### src/rtl/pmlpm_pkg.sv
// ----------------------------------------------------------------------------
// pmlpm_pkg
// shared types, name tables and per-byte step functions of the path matchers
// ----------------------------------------------------------------------------
package pmlpm_pkg;

  localparam int DEF_MAX_PATH = 4096;
  localparam int NAME_COUNT   = 9;
  localparam int POS_W        = 4;
  localparam logic [POS_W-1:0] POS_LIMIT = 4'd15;
  localparam int PROC_LEN     = 6;

  // name order: root cwd exe fd fdinfo map_files task self thread-self
  localparam logic [NAME_COUNT-1:0] MAGIC_BITS = 9'h03F;
  localparam logic [NAME_COUNT-1:0] TASK_BIT   = 9'h040;
  localparam logic [NAME_COUNT-1:0] SELF_BITS  = 9'h180;

  localparam logic [95:0] NAME_STR [NAME_COUNT] = '{
    96'("root"), 96'("cwd"), 96'("exe"), 96'("fd"), 96'("fdinfo"),
    96'({"map_", "files"}), 96'("task"), 96'("self"), 96'("thread-self")
  };
  localparam logic [POS_W-1:0] NAME_LEN [NAME_COUNT] = '{
    4'd4, 4'd3, 4'd3, 4'd2, 4'd6, 4'd9, 4'd4, 4'd4, 4'd11
  };
  localparam logic [47:0] PROC_STR = "/proc/";
  localparam logic [7:0] CH_SLASH = 8'h2F;
  localparam logic [7:0] CH_ZERO  = 8'h30;
  localparam logic [7:0] CH_NINE  = 8'h39;

  typedef enum logic [6:0] {
    PH_LIT   = 7'b0000001,
    PH_PID   = 7'b0000010,
    PH_TAIL1 = 7'b0000100,
    PH_TID   = 7'b0001000,
    PH_TAIL2 = 7'b0010000,
    PH_YES   = 7'b0100000,
    PH_NO    = 7'b1000000
  } phase_t;

  typedef struct packed {
    phase_t                phase;
    logic [POS_W-1:0]      pos;
    logic [NAME_COUNT-1:0] mask;
    logic                  digits;
  } match_t;

  typedef struct packed {
    logic advance;  // the held beat steps the matchers this cycle
    logic last;     // the held beat ends its path
  } stage_ctl_t;

  // character of a name at a position, only called with pos below the length
  function automatic logic [7:0] name_char(input int idx, input logic [POS_W-1:0] pos);
    int sh;
    sh = int'(NAME_LEN[idx]) - 1 - int'(pos);
    if (sh < 0) return 8'h00;
    return NAME_STR[idx][sh*8 +: 8];
  endfunction

  function automatic logic [7:0] proc_char(input logic [POS_W-1:0] pos);
    int sh;
    sh = PROC_LEN - 1 - int'(pos);
    if (sh < 0) return 8'h00;
    return PROC_STR[sh*8 +: 8];
  endfunction

  function automatic match_t comp_begin(input phase_t ph, input logic [NAME_COUNT-1:0] mask);
    match_t r;
    r.phase  = ph;
    r.pos    = '0;
    r.mask   = mask;
    r.digits = 1'b1;
    return r;
  endfunction

  function automatic match_t start_state(input phase_t ph);
    match_t r;
    case (ph)
      PH_PID:   r = comp_begin(PH_PID, SELF_BITS);
      PH_TAIL1: r = comp_begin(PH_TAIL1, MAGIC_BITS | TASK_BIT);
      default:  r = comp_begin(ph, '0);
    endcase
    return r;
  endfunction

  function automatic match_t comp_char(input match_t m, input logic [7:0] c);
    match_t r;
    r = m;
    for (int i = 0; i < NAME_COUNT; i++) begin
      if (m.mask[i] && (m.pos >= NAME_LEN[i] || name_char(i, m.pos) != c)) begin
        r.mask[i] = 1'b0;
      end
    end
    if (c < CH_ZERO || c > CH_NINE) r.digits = 1'b0;
    if (m.pos < POS_LIMIT) r.pos = m.pos + 1'b1;
    return r;
  endfunction

  function automatic logic comp_exact(input match_t m, input logic [NAME_COUNT-1:0] bits);
    logic hit;
    hit = 1'b0;
    for (int i = 0; i < NAME_COUNT; i++) begin
      if (m.mask[i] && bits[i] && NAME_LEN[i] == m.pos) hit = 1'b1;
    end
    return hit;
  endfunction

  function automatic match_t matcher_step(input match_t m, input logic [7:0] c);
    match_t r;
    logic   slash;
    r     = m;
    slash = (c == CH_SLASH);
    case (m.phase)
      PH_LIT: begin
        if (m.pos >= POS_W'(PROC_LEN) || proc_char(m.pos) != c) begin
          r.phase = PH_NO;
        end else if (m.pos == POS_W'(PROC_LEN - 1)) begin
          r = comp_begin(PH_PID, SELF_BITS);
        end else begin
          r.pos = m.pos + 1'b1;
        end
      end
      PH_PID: begin
        if (!slash) r = comp_char(m, c);
        else if (m.pos != '0 && (m.digits || comp_exact(m, SELF_BITS)))
          r = comp_begin(PH_TAIL1, MAGIC_BITS | TASK_BIT);
        else r.phase = PH_NO;
      end
      PH_TAIL1: begin
        if (!slash) r = comp_char(m, c);
        else if (comp_exact(m, MAGIC_BITS)) r.phase = PH_YES;
        else if (comp_exact(m, TASK_BIT)) r = comp_begin(PH_TID, '0);
        else r.phase = PH_NO;
      end
      PH_TID: begin
        if (!slash) r = comp_char(m, c);
        else if (m.pos != '0 && m.digits) r = comp_begin(PH_TAIL2, MAGIC_BITS);
        else r.phase = PH_NO;
      end
      PH_TAIL2: begin
        if (!slash) r = comp_char(m, c);
        else r.phase = comp_exact(m, MAGIC_BITS) ? PH_YES : PH_NO;
      end
      default: r = m;
    endcase
    return r;
  endfunction

  function automatic logic matcher_final(input match_t m);
    logic hit;
    case (m.phase)
      PH_YES:   hit = 1'b1;
      PH_TAIL1: hit = comp_exact(m, MAGIC_BITS);
      PH_TAIL2: hit = comp_exact(m, MAGIC_BITS);
      default:  hit = 1'b0;
    endcase
    return hit;
  endfunction

endpackage

### src/rtl/pmlpm_apb.sv
// ----------------------------------------------------------------------------
// pmlpm_apb
// register port holding the mode bit
// ----------------------------------------------------------------------------
module pmlpm_apb (
  input  logic        clk,
  input  logic        rst,
  input  logic        psel,
  input  logic        penable,
  input  logic        pwrite,
  input  logic [2:0]  paddr,
  input  logic [31:0] pwdata,
  output logic [31:0] prdata,
  output logic        pready,
  output logic        relative_mode
);
  localparam logic REG_MODE = 1'b0;

  logic wr_en;

  assign pready = 1'b1;
  assign wr_en  = psel && penable && pwrite && pready && (paddr[2] == REG_MODE);

  always_ff @(posedge clk) begin
    if (rst) begin
      relative_mode <= 1'b0;
    end else if (wr_en) begin
      relative_mode <= pwdata[0];
    end
  end

  assign prdata = (paddr[2] == REG_MODE) ? {31'b0, relative_mode} : 32'b0;
endmodule

### src/rtl/pmlpm_matcher.sv
// ----------------------------------------------------------------------------
// pmlpm_matcher
// one component-wise matcher for the proc magic link pattern
// ----------------------------------------------------------------------------
module pmlpm_matcher #(
  parameter pmlpm_pkg::phase_t START = pmlpm_pkg::PH_LIT
) (
  input  logic                  clk,
  input  logic                  rst,
  input  pmlpm_pkg::stage_ctl_t ctl,
  input  logic [7:0]            path_byte,
  output logic                  hit
);
  import pmlpm_pkg::*;

  localparam match_t START_STATE = start_state(START);

  match_t state;
  match_t state_next;

  assign state_next = matcher_step(state, path_byte);
  // verdict as if the path ended on this beat
  assign hit = matcher_final(state_next);

  always_ff @(posedge clk) begin
    if (rst) begin
      state <= START_STATE;
    end else if (ctl.advance) begin
      state <= ctl.last ? START_STATE : state_next;
    end
  end
endmodule

### src/rtl/pmlpm_prefix.sv
// ----------------------------------------------------------------------------
// pmlpm_prefix
// detects /proc, /sys or /dev as the whole first component
// ----------------------------------------------------------------------------
module pmlpm_prefix (
  input  logic                  clk,
  input  logic                  rst,
  input  pmlpm_pkg::stage_ctl_t ctl,
  input  logic [7:0]            path_byte,
  output logic                  hit
);
  import pmlpm_pkg::*;

  localparam int PFX_COUNT = 3;
  localparam logic [39:0] PFX_STR [PFX_COUNT] = '{40'("/proc"), 40'("/sys"), 40'("/dev")};
  localparam logic [2:0]  PFX_LEN [PFX_COUNT] = '{3'd5, 3'd4, 3'd4};
  localparam logic [2:0]  POS_MAX = 3'd7;

  logic [2:0]           pos;
  logic [PFX_COUNT-1:0] mask;
  logic                 found;
  logic [2:0]           pos_next;
  logic [PFX_COUNT-1:0] mask_next;
  logic                 found_next;

  always_comb begin
    pos_next   = pos;
    mask_next  = mask;
    found_next = found;
    if (!found) begin
      for (int i = 0; i < PFX_COUNT; i++) begin
        if (mask[i]) begin
          if (pos < PFX_LEN[i]) begin
            if (PFX_STR[i][(int'(PFX_LEN[i]) - 1 - int'(pos))*8 +: 8] != path_byte)
              mask_next[i] = 1'b0;
          end else begin
            if (pos == PFX_LEN[i] && path_byte == CH_SLASH) found_next = 1'b1;
            mask_next[i] = 1'b0;
          end
        end
      end
      if (pos < POS_MAX) pos_next = pos + 1'b1;
    end
  end

  always_comb begin
    hit = found_next;
    for (int i = 0; i < PFX_COUNT; i++) begin
      if (mask_next[i] && PFX_LEN[i] == pos_next) hit = 1'b1;
    end
  end

  always_ff @(posedge clk) begin
    if (rst || (ctl.advance && ctl.last)) begin
      pos   <= '0;
      mask  <= '1;
      found <= 1'b0;
    end else if (ctl.advance) begin
      pos   <= pos_next;
      mask  <= mask_next;
      found <= found_next;
    end
  end
endmodule

### src/rtl/proc_magic_link_path_matcher.sv
// ----------------------------------------------------------------------------
// proc_magic_link_path_matcher
// streams a path one byte per beat and flags magic proc links
// ----------------------------------------------------------------------------
// a path enters one byte per beat, its final byte marked by last, and one
// result beat (escapes, is_virtual) leaves for each path once its last byte
// has passed from the input register into the result register. each byte
// passes through the small per-byte matcher logic into the matcher state.
// the block takes a byte every cycle, but a result that waits holds back
// the next last byte in the input register, and with it the whole input.
// relative_mode at register 0 picks absolute checking (0) or checking
// relative to a /proc directory (1); write it only while no path is in
// flight. is_virtual is always 0 in relative mode.
module proc_magic_link_path_matcher #(
  parameter int MAX_PATH = pmlpm_pkg::DEF_MAX_PATH
) (
  input  logic        clk,
  input  logic        rst,
  input  logic        psel,
  input  logic        penable,
  input  logic        pwrite,
  input  logic [2:0]  paddr,
  input  logic [31:0] pwdata,
  output logic [31:0] prdata,
  output logic        pready,
  input  logic        in_valid,
  output logic        in_ready,
  input  logic [7:0]  path_byte,
  input  logic        last,
  output logic        out_valid,
  input  logic        out_ready,
  output logic        escapes,
  output logic        is_virtual
);
  import pmlpm_pkg::*;

  localparam int LEN_W = $clog2(MAX_PATH + 1);
  localparam logic [LEN_W-1:0] LEN_MAX = LEN_W'(MAX_PATH);
  localparam logic [LEN_W:0]   PROC_ADD = (LEN_W + 1)'(PROC_LEN);
  localparam logic [LEN_W:0]   LIMIT = (LEN_W + 1)'(MAX_PATH);

  logic             relative_mode;
  // input register
  logic             in_full;
  logic [7:0]       in_byte;
  logic             in_last;
  stage_ctl_t       ctl;
  // matcher verdicts for the held byte
  logic             abs_hit;
  logic             direct_hit;
  logic             task_hit;
  logic             prefix_hit;
  // path length, saturating at MAX_PATH
  logic [LEN_W-1:0] path_length;
  logic [LEN_W-1:0] path_length_next;
  logic             room_for_proc;
  logic             rel_esc;

  pmlpm_apb u_apb (
    .clk, .rst, .psel, .penable, .pwrite, .paddr, .pwdata, .prdata, .pready,
    .relative_mode
  );

  // the held byte moves on unless it ends a path and the result slot is busy
  assign ctl.last    = in_last;
  assign ctl.advance = in_full && (!in_last || !out_valid || out_ready);
  assign in_ready    = !in_full || ctl.advance;

  always_ff @(posedge clk) begin
    if (rst) begin
      in_full <= 1'b0;
    end else if (in_ready) begin
      in_full <= in_valid;
    end
  end

  always_ff @(posedge clk) begin
    if (in_valid && in_ready) begin
      in_byte <= path_byte;
      in_last <= last;
    end
  end

  // absolute pattern, and the relative one with /proc/ already consumed
  pmlpm_matcher #(.START(PH_LIT)) u_abs (
    .clk, .rst, .ctl, .path_byte(in_byte), .hit(abs_hit)
  );
  pmlpm_matcher #(.START(PH_PID)) u_direct (
    .clk, .rst, .ctl, .path_byte(in_byte), .hit(direct_hit)
  );
  // bare magic name or task/<tid>/magic
  pmlpm_matcher #(.START(PH_TAIL1)) u_task (
    .clk, .rst, .ctl, .path_byte(in_byte), .hit(task_hit)
  );
  pmlpm_prefix u_prefix (
    .clk, .rst, .ctl, .path_byte(in_byte), .hit(prefix_hit)
  );

  assign path_length_next = (path_length == LEN_MAX) ? path_length : path_length + 1'b1;

  always_ff @(posedge clk) begin
    if (rst) begin
      path_length <= '0;
    end else if (ctl.advance) begin
      path_length <= in_last ? '0 : path_length_next;
    end
  end

  // the prepended /proc/ must still fit below MAX_PATH
  assign room_for_proc = ({1'b0, path_length_next} + PROC_ADD) < LIMIT;
  assign rel_esc       = (room_for_proc && direct_hit) || task_hit;

  // result register
  always_ff @(posedge clk) begin
    if (rst) begin
      out_valid <= 1'b0;
    end else if (ctl.advance && in_last) begin
      out_valid <= 1'b1;
    end else if (out_ready) begin
      out_valid <= 1'b0;
    end
  end

  always_ff @(posedge clk) begin
    if (ctl.advance && in_last) begin
      escapes    <= relative_mode ? rel_esc : abs_hit;
      is_virtual <= !relative_mode && prefix_hit && !abs_hit;
    end
  end
endmodule

### config.mk
export PLATFORM = sky130hd
export DESIGN_NAME = proc_magic_link_path_matcher
export DESIGN_NICKNAME = d
export VERILOG_FILES = /design/src/rtl/pmlpm_pkg.sv /design/src/rtl/pmlpm_apb.sv /design/src/rtl/pmlpm_matcher.sv /design/src/rtl/pmlpm_prefix.sv /design/src/rtl/proc_magic_link_path_matcher.sv
export SDC_FILE = /design/constraint.sdc
export NUM_CORES = 1
export LEC_CHECK = 0
export ABC_AREA = 1
export BUFFER_PORTS_ARGS = -buffer_cell sky130_fd_sc_hd__buf_4
export CAP_MARGIN = 20
export CORE_ASPECT_RATIO = 1.1
export CORE_UTILIZATION = 60
export CTS_BUF_LIST = sky130_fd_sc_hd__clkbuf_16
export DETAILED_ROUTE_END_ITERATION = 10
export PLACE_DENSITY_LB_ADDON = 0.12
export RECOVER_POWER = 100
export SYNTH_ARGS = -nofsm -noshare
export SYNTH_HDL_FRONTEND = slang
export SYNTH_HIERARCHICAL = 1
export SYNTH_SLANG_ARGS = --single-unit
### constraint.sdc
create_clock -name clk -period 4.1 [get_ports clk]
set_clock_uncertainty 0.15 [all_clocks]
set_input_delay 0.615 -clock clk [delete_from_list [all_inputs] [get_ports clk]]
set_output_delay 0.615 -clock clk [all_outputs]
set_load 0.03 [all_outputs]
### After elaboration in Yosys (flattened, before gate mapping)

Index checks and enable logic that the tools add are counted.

| word-level totals | value |
|---|---|
| memory bits (read-only) | 0 |
| register bits after elaboration | 97 |
| logic and storage cells | 1,433 |
| RAM bits | 0 |
| memories | 0 |
| input port bits | 51 |
| bits in latches | 0 |

| cells by class | value |
|---|---|
| reduce and logical (&&, ||, !) cells | 320 |
| multipliers | 0 |
| magnitude comparators | 45 |
| bitwise logic cells | 1 |
| add/sub/neg operators | 26 |
| muxes and demuxes | 739 |
| shift operators | 33 |
| div/mod/pow operators | 0 |
| equal/unequal tests | 237 |

Operator list:

| operator | number |
|---|---|
| 2-to-1 mux 8 bit | 348 |
| variable part select 96 x 32 -> 8 bit (first input constant) | 26 |
| != test 8 bit | 114 |
| less-than comparator 32 x 1 -> 1 bit (second input constant) | 17 |
| 2-to-1 mux 1 bit | 317 |
| case mux 21 bit (5 select lines) | 3 |
| 2-to-1 mux 14 bit | 18 |
| 2-to-1 mux 21 bit | 12 |
| logical AND 1 bit | 173 |
| 2-to-1 mux 7 bit | 24 |
| logical OR 1 bit | 120 |
| variable part select 40 x 32 -> 8 bit (first input constant) | 3 |
| AND reduction 13 bit | 9 |
| != test 4 x 3 -> 1 bit (second input constant) | 24 |
| variable part select 48 x 32 -> 8 bit (first input constant) | 2 |
| variable part select 96 x 8 -> 8 bit (first input constant) | 1 |
| equality test 2 x 4 -> 1 bit (first input constant) | 12 |
| equality test 3 x 4 -> 1 bit (first input constant) | 12 |
| variable part select 48 x 8 -> 8 bit (first input constant) | 1 |
| equality test 7 x 3 -> 1 bit (second input constant) | 6 |
| equality test 7 x 5 -> 1 bit (second input constant) | 6 |
| equality test 4 bit (first input constant) | 9 |
| != test 3 x 2 -> 1 bit (second input constant) | 12 |
| != test 4 x 2 -> 1 bit (second input constant) | 9 |
| other kinds (42) | 123 |

### Depth between registers and ports, before layout

| logic depth | value |
|---|---|
| word-level depth | 29 |
| gate-level depth with buffers | 30 |

### By module

The synthesis kept the hierarchy.

Modules (own cells, without submodules):

| module | cells each | area each (sq um) | instances | sequential area each (sq um) |
|---|---|---|---|---|
| pmlpm_matcher at u_task | 725 | 4,002.6 | 1 | 420.4 |
| pmlpm_matcher at u_abs | 700 | 3,916.3 | 1 | 420.4 |
| pmlpm_matcher at u_direct | 691 | 3,778.6 | 1 | 420.4 |
| proc_magic_link_path_matcher | 178 | 1,331.3 | 1 | 630.6 |
| pmlpm_prefix | 156 | 865.8 | 1 | 140.1 |
| pmlpm_apb | 47 | 317.8 | 1 | 20.0 |

### Least setup slack after synthesis

OpenSTA, ideal clock, no wires.

| timing | value |
|---|---|
| path type | flip-flop to flip-flop |
| start point | register u_task/state[11] (netlist name) |
| end point | register escapes, data pin |
| buffers on the path | 2 |
| stages on the path, launching flop included | 29 |
| setup slack | 0.964 ns |
| data arrival time | 2.731 ns |
| required time | 3.695 ns |
| cell sequence | dfxtp_1 buf_6 inv_6 buf_6 ha_1 inv_2 nor2_4 nand2_1 nand2_2 nor2_4 nand2_2 nand2_2 nand2_2 nor2_8 nand3_4 nand2_2 nand2_2 nand2_2 nand2_2 inv_2 nand3_1 nand2_1 nor2_1 nand2_1 nand2_1 nand2_1 nand2_1 nor2_1 a21oi_2 |

| on the way | value |
|---|---|
| longest elaborated chain between the ends | 24 |

Ends and longest elaborated chain:

| item | line | text |
|---|---|---|
| start: declaration | pmlpm_matcher.sv:18 | `match_t state;` |
| start signal: assignment | pmlpm_matcher.sv:29 | `state <= ctl.last ? START_STATE : state_next;` |
| subtractor 2 x 4 -> 5 bit / equality test 3 x 4 -> 1 bit (equally long branches) | n/a |  |
| less-than comparator 32 x 1 -> 1 bit / logical AND 1 bit (equally long branches) | pmlpm_pkg.sv:56, pmlpm_pkg.sv:103 |  |
| 2-to-1 mux 1 bit (on tied branches) | pmlpm_pkg.sv:56, pmlpm_pkg.sv:103 |  |
| 2-to-1 mux 1 bit (on tied branches) | n/a |  |
| 2-to-1 mux 1 bit (on tied branches) | pmlpm_pkg.sv:113, pmlpm_pkg.sv:103 |  |
| 2-to-1 mux 8 bit / 2-to-1 mux 1 bit (equally long branches) | pmlpm_pkg.sv:57, pmlpm_pkg.sv:103 |  |
| 2-to-1 mux 8 bit (tied with other cells) | pmlpm_pkg.sv:141 | `if (!slash) r = comp_char(m, c);` |
| 2-to-1 mux 8 bit / 2-to-1 mux 1 bit (equally long branches) | pmlpm_pkg.sv:113, pmlpm_pkg.sv:103 |  |
| [4 not listed] | n/a |  |
| 2-to-1 mux 14 bit (tied with other cells) | pmlpm_pkg.sv:141 |  |
| case mux 21 bit (5 select lines) * | pmlpm_pkg.sv:113 | `case (m.phase)` |
| logical AND 1 bit | pmlpm_pkg.sv:103 | `if (m.mask[i] && bits[i] && NAME_LEN[i] == m.pos) hit = 1'b1;` |
| 2-to-1 mux 1 bit (6 in series) | pmlpm_pkg.sv:103 |  |
| case mux 1 bit (2 select lines) * | pmlpm_pkg.sv:151 | `case (m.phase)` |
| via task_hit | proc_magic_link_path_matcher.sv:51 | `logic task_hit;` |
| logical OR 1 bit * | proc_magic_link_path_matcher.sv:111 | `assign rel_esc = (room_for_proc && direct_hit) \|\| task_hit;` |
| 2-to-1 mux 1 bit * | proc_magic_link_path_matcher.sv:126 | `escapes <= relative_mode ? rel_esc : abs_hit;` |
| end signal: assignment | proc_magic_link_path_matcher.sv:126 |  |
| end: declaration | proc_magic_link_path_matcher.sv:32 | `output logic escapes,` |

Mark *: on every way through the listed nets, which the timed path passes. The rest lies on a longest branch. The select of a mux whose other input is x is not followed.
A chain may end at the register's enable or synchronous reset.

### Worst setup path in the final report

| timing | value |
|---|---|
| start point | register u_direct/state[11] (netlist name) |
| end point | register escapes, data pin |

| on the way | value |
|---|---|
| longest elaborated chain between the ends | 25 |

Ends and longest elaborated chain:

| item | line | text |
|---|---|---|
| start: declaration | pmlpm_matcher.sv:18 |  |
| start signal: assignment | pmlpm_matcher.sv:29 |  |
| subtractor 2 x 4 -> 5 bit / equality test 3 x 4 -> 1 bit (equally long branches) | n/a |  |
| less-than comparator 32 x 1 -> 1 bit / logical AND 1 bit (equally long branches) | pmlpm_pkg.sv:56, pmlpm_pkg.sv:103 |  |
| 2-to-1 mux 1 bit (on tied branches) | pmlpm_pkg.sv:56, pmlpm_pkg.sv:103 |  |
| 2-to-1 mux 1 bit (on tied branches) | n/a |  |
| 2-to-1 mux 1 bit (on tied branches) | pmlpm_pkg.sv:113, pmlpm_pkg.sv:103 |  |
| 2-to-1 mux 8 bit / 2-to-1 mux 1 bit (equally long branches) | pmlpm_pkg.sv:57, pmlpm_pkg.sv:103 |  |
| 2-to-1 mux 8 bit (tied with other cells) | pmlpm_pkg.sv:141 |  |
| 2-to-1 mux 8 bit / 2-to-1 mux 1 bit (equally long branches) | pmlpm_pkg.sv:113, pmlpm_pkg.sv:103 |  |
| [5 not listed] | n/a |  |
| case mux 21 bit (5 select lines) * | pmlpm_pkg.sv:113 |  |
| logical AND 1 bit | pmlpm_pkg.sv:103 |  |
| 2-to-1 mux 1 bit (6 in series) | pmlpm_pkg.sv:103 |  |
| case mux 1 bit (2 select lines) * | pmlpm_pkg.sv:151 |  |
| via direct_hit | proc_magic_link_path_matcher.sv:50 | `logic direct_hit;` |
| logical AND 1 bit * | proc_magic_link_path_matcher.sv:111 |  |
| logical OR 1 bit * | proc_magic_link_path_matcher.sv:111 |  |
| 2-to-1 mux 1 bit * | proc_magic_link_path_matcher.sv:126 |  |

Marked as above.

==> impl_metrics.csv <==
group,metric,value,unit
clock_network,clockBufferDepth,2,
clock_network,clock-sinks,97,
synthesis,synth_area_leaders,"nand2_1 (21%), dfxtp_1 (12%), nand3_1 (7.9%), nor2_1 (6.8%), inv_1 (5.5%)",
synthesis,synth_top_cell_area_share,21.2,%
synthesis,netlist-cell-type-count,76,
clock_network,postCtsSetupRepairBufs,0,
placed_design,io_buffers,22,
grt,antenna_found_initial,0,
setup_path,cpMaxStageDelayCell,"dfxtp_1",
grt,grt_usage,37.1,%
grt,grt_overflow_total,0,
timing,timing.final.max_slew_violations,71,
placed_design,place_area,0.0146,mm²
routing,dr_total_vias,16600,
finish,final_cells,2809,
status,status,"finished with violations",
die,initial_core_util,61.6,%
clock_network,hold_buffers,0,
die,coreArea,0.0231,mm²
finish,syn_to_final_growth,3.93,%
setup_path,cp_max_fo,12,
routing,firstDrtPassIters,6,
run,maxCapViolations,1,
setup_path,cpMostUsedCell,"nand2_1",
synthesis,syn_avg_cell_area,5.69,µm²
clock_network,htree_levels,3,
setup_path,critPathLaunchType,"flip-flop",
clock_network,cts.clk_slew.worst_paths,0.09,ns
grt,grt_pass1_vias,15200,
synthesis,syn_inst,2497,
die,die_y,163,µm
placed_design,hpwl,34.3,mm
timing,fin_crit,3.76,ns
clock_network,cts_tree,"done",
finish,mostFrequentLayoutCells,"nand2_1 (806), nor2_1 (262), nand3_1 (228)",
clock_network,clock_latency,0.37,ns
synthesis,yosysSeqAreaShare,14.4,%
die,core.rowCount,58,
timing,max_freq,266,MHz
power,leakage,7.34,nW
setup_path,cp.arrival,3.75,ns
routing,wl_per_cell,16.2,µm
synthesis,synth-seq-cells,97,
timing,fin_setup_tns,0,ns
setup_path,crit_required,4.08,ns
timing,finalCritPeriodShare,91.8,%
grt,grt_start_max_net_pins,71,
routing,ant_nets,0,
status,failed_checks,"capacitance limit, slew limit",
routing,wl,45.5,mm
placed_design,dp.cells,2793,
finish,n_fill_cell,2314,
power,powerDensity,191,mW/mm²
finish,diodes,0,
timing,hold-worst-slack,0.285,ns
finish,final_nets,2610,
clock_network,cts_inserted_buffers,9,
routing,drc_errors,0,
grt,grt_pass1_wl,73.0,mm
setup_path,worstSetupPathType,"reg2reg",
timing,rsz0062_at_grt,"false",
die,pin_count,88,
setup_path,end_kind,"flip-flop",
placed_design,gp_congestion,0.983,
finish,layout_commonest_cell,"nand2_1",
power,ir_drop,0.000228,V
finish,design_area,0.0148,mm²
synthesis,synth_area_leader_cell,"nand2_1",
hold_path,holdCritPathClass,"in2reg",
timing,setup_viol,0,
clock_network,cts-root-buf,"clkbuf_16",
synthesis,yosysWarnings,6,
setup_path,cpPeakStageDelay,0.44,ns
synthesis,synth-edff-count,11,
timing,slew_headroom,-7.56,%
synthesis,synth-async-reset-ratio,0,%
setup_path,path_delay_family,"simple AND/OR/NAND/NOR gates",
setup_path,path_cells,"buf_4 -> ha_1 -> inv_1 -> nand2_1 -> nand2_1 -> nor3_1 -> nand3_1 -> nand2_1 -> nor2_1 -> nand3_1 -> a21oi_1 -> a21oi_2 -> nand2_1 -> nand2_1 -> nand2_1 -> nand3_1 -> nand2_1 -> nand2_1 -> nand2_1 -> inv_1 -> nor2_1 -> nand2_1 -> a21oi_2",
die,die_w,149,µm
synthesis,synthFlopType,"dfxtp_1",
synthesis,synth_area,0.0142,mm²
die,die_area,0.0243,mm²
finish,drive_gt1_share,10.8,%
routing,detail_route.iter0.violations,1664,
setup_path,cp_num_buf_inv,3,
clock_network,cts_resized,0,
routing,vias_per_cell,5.89,
timing,finalHoldViolCount,0,
timing,worst_slew_pin_slew,1.61,ns
## final timing paths
| kind | start | to | slack, ns | cells past startpoint |
|---|---|---|---|---|
| worst max-delay path | u_direct/state[11] | escapes | 0.34 | 23 |
| worst min-delay path | path_byte[7] | in_byte[7] | 0.29 | 1 |
| worst max register to register | u_direct/state[11] | escapes | 0.34 | 23 |
| worst min register to register | path_length[12] | path_length[12] | 0.33 | 2 |
## per-stage QoR
| stage | total power, mW | util (%) | setup slack (ns) |
|---|---|---|---|
| 5_1_grt | 2.97 | 64.0 | 0.0393 |
| 6_report | 2.82 | 64.0 | 0.336 |
| 2_1_floorplan | 1.75 | - | 0.964 |
| 4_1_cts | 2.83 | 64.5 | 0.426 |
| 3_3_place_gp | 1.91 | 63.2 | 0.529 |
| 3_5_place_dp | 1.93 | 63.2 | 0.441 |
## cell families after synthesis
family          share of synthesized area (%)
buf+inv                                  12.2
fa+ha+maj                                4.84
xor+xnor                                 3.45
flops                                    14.4
simple gates                             49.0
compound gates                           16.0
other cells                            0.0528
## power by group
part / total, mW / switching [mW] / internal (mW)
Combinational: 0.896 / 0.629 / 0.267
Sequential: 1.03 / 0.0409 / 0.990
Clock: 0.897 / 0.462 / 0.436
## cell usage after synthesis, drive strengths merged (4+ instances only)
master / count
nor4: 8
edfxtp: 11
a22oi: 4
nand3: 246
dfxtp: 86
clkinv: 10
nor3: 37
o21ai: 152
clkbuf: 29
buf: 75
o2111ai: 4
or2: 8
nor2: 297
o21bai: 6
ha: 55
nand2: 867
xor2: 55
nand4: 46
o22ai: 10
a21oi: 147
o211ai: 22
a31oi: 11
inv: 268
a211oi: 6
## layout make-up
type | instances | area, µm² | share of cell area [%]
multi-input cells | 2048 | 10500 | 70.9
repair buffers | 70 | 478 | 3.24
well taps | 300 | 375 | 2.54
flip-flops and latches | 97 | 2050 | 13.9
clock inverters | 7 | 78.8 | 0.534
clock buffers | 9 | 225 | 1.52
inverters | 278 | 1080 | 7.34
## metal layers
metal  up-vias  part of all wire, %  global-route usage [%]
li1       8099                    -                       -
met1      7514                   42                    46.8
met2       790                   46                    62.1
met3       148                  7.9                    4.78
met4         0                  4.1                    18.2
met5         -                    0                       0
## registers in the layout, indices dropped and copies added, names as in the netlist, 3 cells and up
name and cells:
u_prefix/mask 3, u_direct/state 21, path_length 13, in_byte 8, u_prefix/pos 3, u_task/state 21
u_abs/state 21
No activity file was read; power rests on OpenSTA's default activity.
